### src/hdl/wtc_pkg.sv
// wtc_pkg: shared types, constants and the CRC-8 step for the word triplet checker.
// No dependencies; every other file of the block imports it.
package wtc_pkg;

	// CRC-8, polynomial 0x31, MSB first, no reflection, no final xor
	localparam logic [7:0] CRC_INIT    = 8'hFF;
	localparam logic [7:0] CRC_POLY    = 8'h31;

	// framing limits
	localparam logic [3:0] MAX_WORDS   = 4'd9;
	localparam logic [3:0] WORDS_RESET = 4'd9;

	// byte positions within one three-byte word
	typedef enum logic [1:0] {
		POS_UPPER = 2'd0,
		POS_LOWER = 2'd1,
		POS_CRC   = 2'd2,
		POS_SPARE = 2'd3
	} byte_pos_t;

	// result status codes
	localparam logic STATUS_OK      = 1'b0;
	localparam logic STATUS_CRC_ERR = 1'b1;

	// default depth of the queue between front and back
	localparam int QUEUE_DEPTH = 2;

	typedef struct packed {
		logic [7:0] rx_byte;
		logic       start_of_response;
	} in_word_t;

	typedef struct packed {
		logic [15:0] data_word;
		logic [3:0]  word_index;
		logic        word_status;
		logic        last;
	} out_word_t;

	// one byte through the CRC, eight shift steps
	function automatic logic [7:0] crc8_update(input logic [7:0] crc, input logic [7:0] b);
		logic [7:0] c;
		c = crc ^ b;
		for (int k = 0; k < 8; k++) begin
			if (c[7]) begin
				c = {c[6:0], 1'b0} ^ CRC_POLY;
			end else begin
				c = {c[6:0], 1'b0};
			end
		end
		return c;
	endfunction

	// map the register value onto the usable range 1..9
	function automatic logic [3:0] eff_words(input logic [3:0] w);
		logic [3:0] r;
		if (w == 4'd0) begin
			r = 4'd1;
		end else if (w > MAX_WORDS) begin
			r = MAX_WORDS;
		end else begin
			r = w;
		end
		return r;
	endfunction

endpackage

### src/hdl/wtc_front.sv
// wtc_front: accepts received bytes, tracks word framing and the running CRC,
// and pushes one finished word per three bytes. Depends on wtc_pkg.
module wtc_front (
	input  logic               clk,
	input  logic               arst_n,
	input  logic               in_valid,
	input  logic               full,
	input  wtc_pkg::in_word_t  in_data,
	input  logic               cfg_we,
	input  logic [3:0]         cfg_wdata,
	output logic               push,
	output wtc_pkg::out_word_t push_data
);
	import wtc_pkg::*;

	byte_pos_t  pos_q, pos_d;
	logic [7:0] crc_q, crc_d;
	logic [7:0] upper_q, upper_d;
	logic [7:0] lower_q, lower_d;
	logic [3:0] words_done_q, words_done_d;
	logic       halted_q, halted_d;
	logic [3:0] words_exp_q;

	logic       accept;
	byte_pos_t  pos_e;
	logic [7:0] crc_e;
	logic [3:0] words_done_e;
	logic       halted_e;
	logic       bad;
	logic       fin;
	logic [4:0] idx_next;

	assign accept = in_valid & ~full;

	// hold the word count register
	always_ff @(posedge clk or negedge arst_n) begin
		if (!arst_n) begin
			words_exp_q <= WORDS_RESET;
		end else if (cfg_we) begin
			words_exp_q <= cfg_wdata;
		end
	end

	// apply the start mark, then advance framing
	always_comb begin
		pos_e        = in_data.start_of_response ? POS_UPPER : pos_q;
		crc_e        = in_data.start_of_response ? CRC_INIT : crc_q;
		words_done_e = in_data.start_of_response ? 4'd0 : words_done_q;
		halted_e     = in_data.start_of_response ? 1'b0 : halted_q;

		pos_d        = pos_e;
		crc_d        = crc_e;
		upper_d      = upper_q;
		lower_d      = lower_q;
		words_done_d = words_done_e;
		halted_d     = halted_e;
		push         = 1'b0;

		bad      = (crc_e != in_data.rx_byte);
		idx_next = {1'b0, words_done_e} + 5'd1;
		fin      = bad || (idx_next >= {1'b0, eff_words(words_exp_q)});

		push_data.data_word   = {upper_q, lower_q};
		push_data.word_index  = words_done_e;
		push_data.word_status = bad ? STATUS_CRC_ERR : STATUS_OK;
		push_data.last        = fin;

		if (accept && !halted_e) begin
			unique case (pos_e)
				POS_LOWER: begin
					lower_d = in_data.rx_byte;
					crc_d   = crc8_update(crc_e, in_data.rx_byte);
					pos_d   = POS_CRC;
				end
				POS_CRC: begin
					push         = 1'b1;
					words_done_d = idx_next[3:0];
					pos_d        = POS_UPPER;
					crc_d        = CRC_INIT;
					halted_d     = fin;
				end
				POS_UPPER, POS_SPARE: begin
					upper_d = in_data.rx_byte;
					crc_d   = crc8_update(CRC_INIT, in_data.rx_byte);
					pos_d   = POS_LOWER;
				end
				default: begin
					pos_d = POS_UPPER;
				end
			endcase
		end else if (accept) begin
			// halted: keep only what the start mark changed
			pos_d = pos_e;
		end else begin
			pos_d        = pos_q;
			crc_d        = crc_q;
			words_done_d = words_done_q;
			halted_d     = halted_q;
		end
	end

	// control state
	always_ff @(posedge clk or negedge arst_n) begin
		if (!arst_n) begin
			pos_q        <= POS_UPPER;
			crc_q        <= CRC_INIT;
			words_done_q <= 4'd0;
			halted_q     <= 1'b1;
		end else begin
			pos_q        <= pos_d;
			crc_q        <= crc_d;
			words_done_q <= words_done_d;
			halted_q     <= halted_d;
		end
	end

	// data bytes of the current word
	always_ff @(posedge clk) begin
		upper_q <= upper_d;
		lower_q <= lower_d;
	end

endmodule

### config.mk
export PLATFORM = sky130hd
export DESIGN_NAME = wtc_front
export DESIGN_NICKNAME = d
export VERILOG_FILES = /design/src/hdl/wtc_pkg.sv /design/src/hdl/wtc_front.sv
export SDC_FILE = /design/constraint.sdc
export NUM_CORES = 1
export LEC_CHECK = 0
export ABC_AREA = 1
export BUFFER_PORTS_ARGS = -buffer_cell sky130_fd_sc_hd__buf_2
export CORE_AREA = 2 2 70 72
export CTS_CLUSTER_DIAMETER = 30
export CTS_CLUSTER_SIZE = 10
export DETAILED_ROUTE_END_ITERATION = 10
export DIE_AREA = 0 0 72 74
export PLACE_DENSITY = 0.78
export SYNTH_ARGS = -nofsm -noshare
export SYNTH_HDL_FRONTEND = slang
export SYNTH_SLANG_ARGS = --single-unit
export TNS_END_PERCENT = 5
### constraint.sdc
create_clock -name clk -period 4.9 [get_ports clk]
set_input_delay 0.49 -clock clk [delete_from_list [all_inputs] [get_ports clk]]
set_output_delay 0.49 -clock clk [all_outputs]
set_load 0.01 [all_outputs]
==> impl_metrics.env <==
export IMPL_avgViaCountPerCell=5.20
export IMPL_ys_types=37
export IMPL_cts_tree="done"
export IMPL_syn_to_final_growth_pct=12.7
export IMPL_reg2reg_from="words_done_q[0]"
export IMPL_port_buffers=40
export IMPL_hold_path_class="primary input to asynchronous set/reset pin"
export IMPL_layout_common_cells="95 x nand2_1, 40 x buf_2, 31 x inv_1"
export IMPL_core_um2=4600
export IMPL_cts_sinks=35
export IMPL_rr_endpoint="halted_q"
export IMPL_gp_congestion=0.842
export IMPL_die_area_um2=5330
export IMPL_fin_cells=389
export IMPL_io_pins=41
export IMPL_antenna_found_initial=0
export IMPL_ant_nets=0
export IMPL_nets=360
export IMPL_cp_start_kind="primary input"
export IMPL_fmax_mhz=333
export IMPL_async_flop_share_pct=54.3
export IMPL_min_period_over_period_pct=61.2
export IMPL_cts_clk_slew_worst_paths_ns=0.08
export IMPL_numCtsBuffers=5
export IMPL_p_leak_nw=1.31
export IMPL_syn_num_nets=319
export IMPL_grt_pass1_wl_mm=8.23
export IMPL_synth_flop_cell="edfxtp_1"
export IMPL_fin_tns_setup_ns=0
export IMPL_hold_violations=0
export IMPL_numPlacedInstances=381
export IMPL_ctsResizeCount=0
export IMPL_syn_cell_area_um2=2380
export IMPL_synth_top_cell_area_share_pct=20.2
export IMPL_wl_per_cell_um=12.8
export IMPL_drt_iter0_drc=84
export IMPL_cts_root_buf="clkbuf_8"
export IMPL_diodes=0
export IMPL_finalMaxSlewViolations=0
export IMPL_worstPathArrival_ns=2.51
export IMPL_crit_type="primary input to output port"
export IMPL_drive_above_1_share_pct=28.1
export IMPL_die_h_um=74
export IMPL_wirelength_mm=4.97
export IMPL_postSynthCellCount=293
export IMPL_grt_setup_unrepaired="false"
export IMPL_syn_area_per_cell_um2=8.12
export IMPL_powerDensity_nw_per_um2=374
export IMPL_vias=2024
export IMPL_slew_headroom_pct=54.2
export IMPL_h_tree_depth=2
export IMPL_final_common_cell="nand2_1"
export IMPL_track_usage_pct=20.1
export IMPL_postCtsHoldBufs=0
export IMPL_yosysWarnings=0
export IMPL_grt_overflow=0
export IMPL_synth_top_cells_by_area="edfxtp_1 20%, nand2_1 15%, dfstp_2 12%, dfrtp_1 8.4%, inv_1 4.9%"
export IMPL_ys_ff_latch=35
export IMPL_cp_end_kind="output port"
export IMPL_cts_buffer_depth=2
export IMPL_path_max_fanout=18
export IMPL_grt_pass1_vias=1904
export IMPL_first_pass_iters=4
export IMPL_tightest_slew_ns=0.684
export IMPL_yosysTopAreaCell="edfxtp_1"
export IMPL_grt_max_degree=20
export IMPL_route_detailed_drc=0
export IMPL_fp_row_count=25
export IMPL_status="completed"
export IMPL_postCtsSetupRepairBufs=0
export IMPL_ir_drop_mv=0.212
export IMPL_post_route_min_period_ns=3.00
export IMPL_rrSetupSlack_ns=2.86
export IMPL_hpwlAfterDp_mm=3.86
export IMPL_clkLatencyLatePin_ns=0.29
export IMPL_cap_violations=0
export IMPL_setup_viol_count_final=0
export IMPL_r2r_cells=10
export IMPL_start_util_pct=51.8
export IMPL_whs_ns=0.124
export IMPL_skew_ns=0.00656
export IMPL_synth_edf_count=16
export IMPL_ys_seq_area_share_pct=40.7
export IMPL_die_width_um=72
export IMPL_crit_required_ns=4.41
==> power by group <==
part	internal (W)	switching [W]	leakage, nW
combinational	0.000136	0.000242	0.910
sequential	0.000380	0.0000367	0.362
clock	0.0000987	0.000109	0.0402
==> how the worst max path moves through the flow <==
| stage | start | endpoint | slack (ns) | cells after the start |
|---|---|---|---|---|
| after floorplan | in_data[0] | push_data[0] | 2.01 | 10 |
| after detailed placement | in_data[0] | push_data[0] | 1.90 | 9 |
| final | in_data[0] | push_data[0] | 1.90 | 9 |
| after global routing | in_data[0] | push_data[0] | 1.76 | 9 |
| after CTS | in_data[0] | push_data[0] | 1.90 | 9 |
| after global placement | in_data[0] | push_data[0] | 1.97 | 9 |
==> kinds of logic after synthesis <==
logic type	after synthesis	share of synthesized area, %
fa+ha+maj	8	4.21
buf+inv	44	8.25
compound gates	37	9.20
flops	35	40.7
simple gates	152	28.8
xor+xnor	17	8.78
==> worst max-delay path: stages <==
cell      delay, ns
buf_2          0.42
nor2_1         0.25
ha_1           0.37
ha_1           0.29
a21boi_0       0.12
o21a_1         0.16
o21ai_0        0.18
nand2_2        0.09
buf_2          0.14
==> area by class of cell <==
cell class,count,area [um^2]
Fill cell,424,1920
Multi-Input combinational cell,214,1210
Sequential cell,35,970
Timing Repair Buffer,40,200
Inverter,38,143
Clock buffer,5,68.8
Tap cell,54,67.6
Clock inverter,3,20.0
==> state kept, by name, summed over array words and instances (netlist names) <==
signal	flops
halted_q	1
words_exp_q	4
lower_q	8
crc_q	8
words_done_q	4
pos_q	2
upper_q	8
==> metal layers <==
layer	GRT usage (%)	share of wire (%)	wire length, um
met5	0	0	0
met4	6.92	2.2	110
met3	5.96	5.5	275
met2	35.5	49	2420
met1	23.6	44	2160
==> cell usage after synthesis, types with 3 or more instances <==
cell type / number
nand2_1: 95
inv_1: 31
o21ai_0: 21
nand3_1: 20
edfxtp_1: 16
nor2_1: 16
dfstp_2: 11
dfrtp_1: 8
ha_1: 8
inv_2: 7
nand2_2: 7
xor2_1: 7
nor2_2: 5
xnor2_1: 5
a21oi_1: 3
nand3_2: 3
xor2_2: 3
==> through the flow <==
stage,util (%),cell area (um^2),worst slack (ns),power [W]
floorplan,-,2380,2.01,0.000712
global placement,56.4,2590,1.97,0.000786
detailed placement,56.4,2590,1.90,0.000798
CTS,58.3,2680,1.90,0.00101
global route,58.3,2680,1.76,0.00108
finish,58.3,2680,1.90,0.00100
Note: power is estimated with default switching activity, not from simulation.
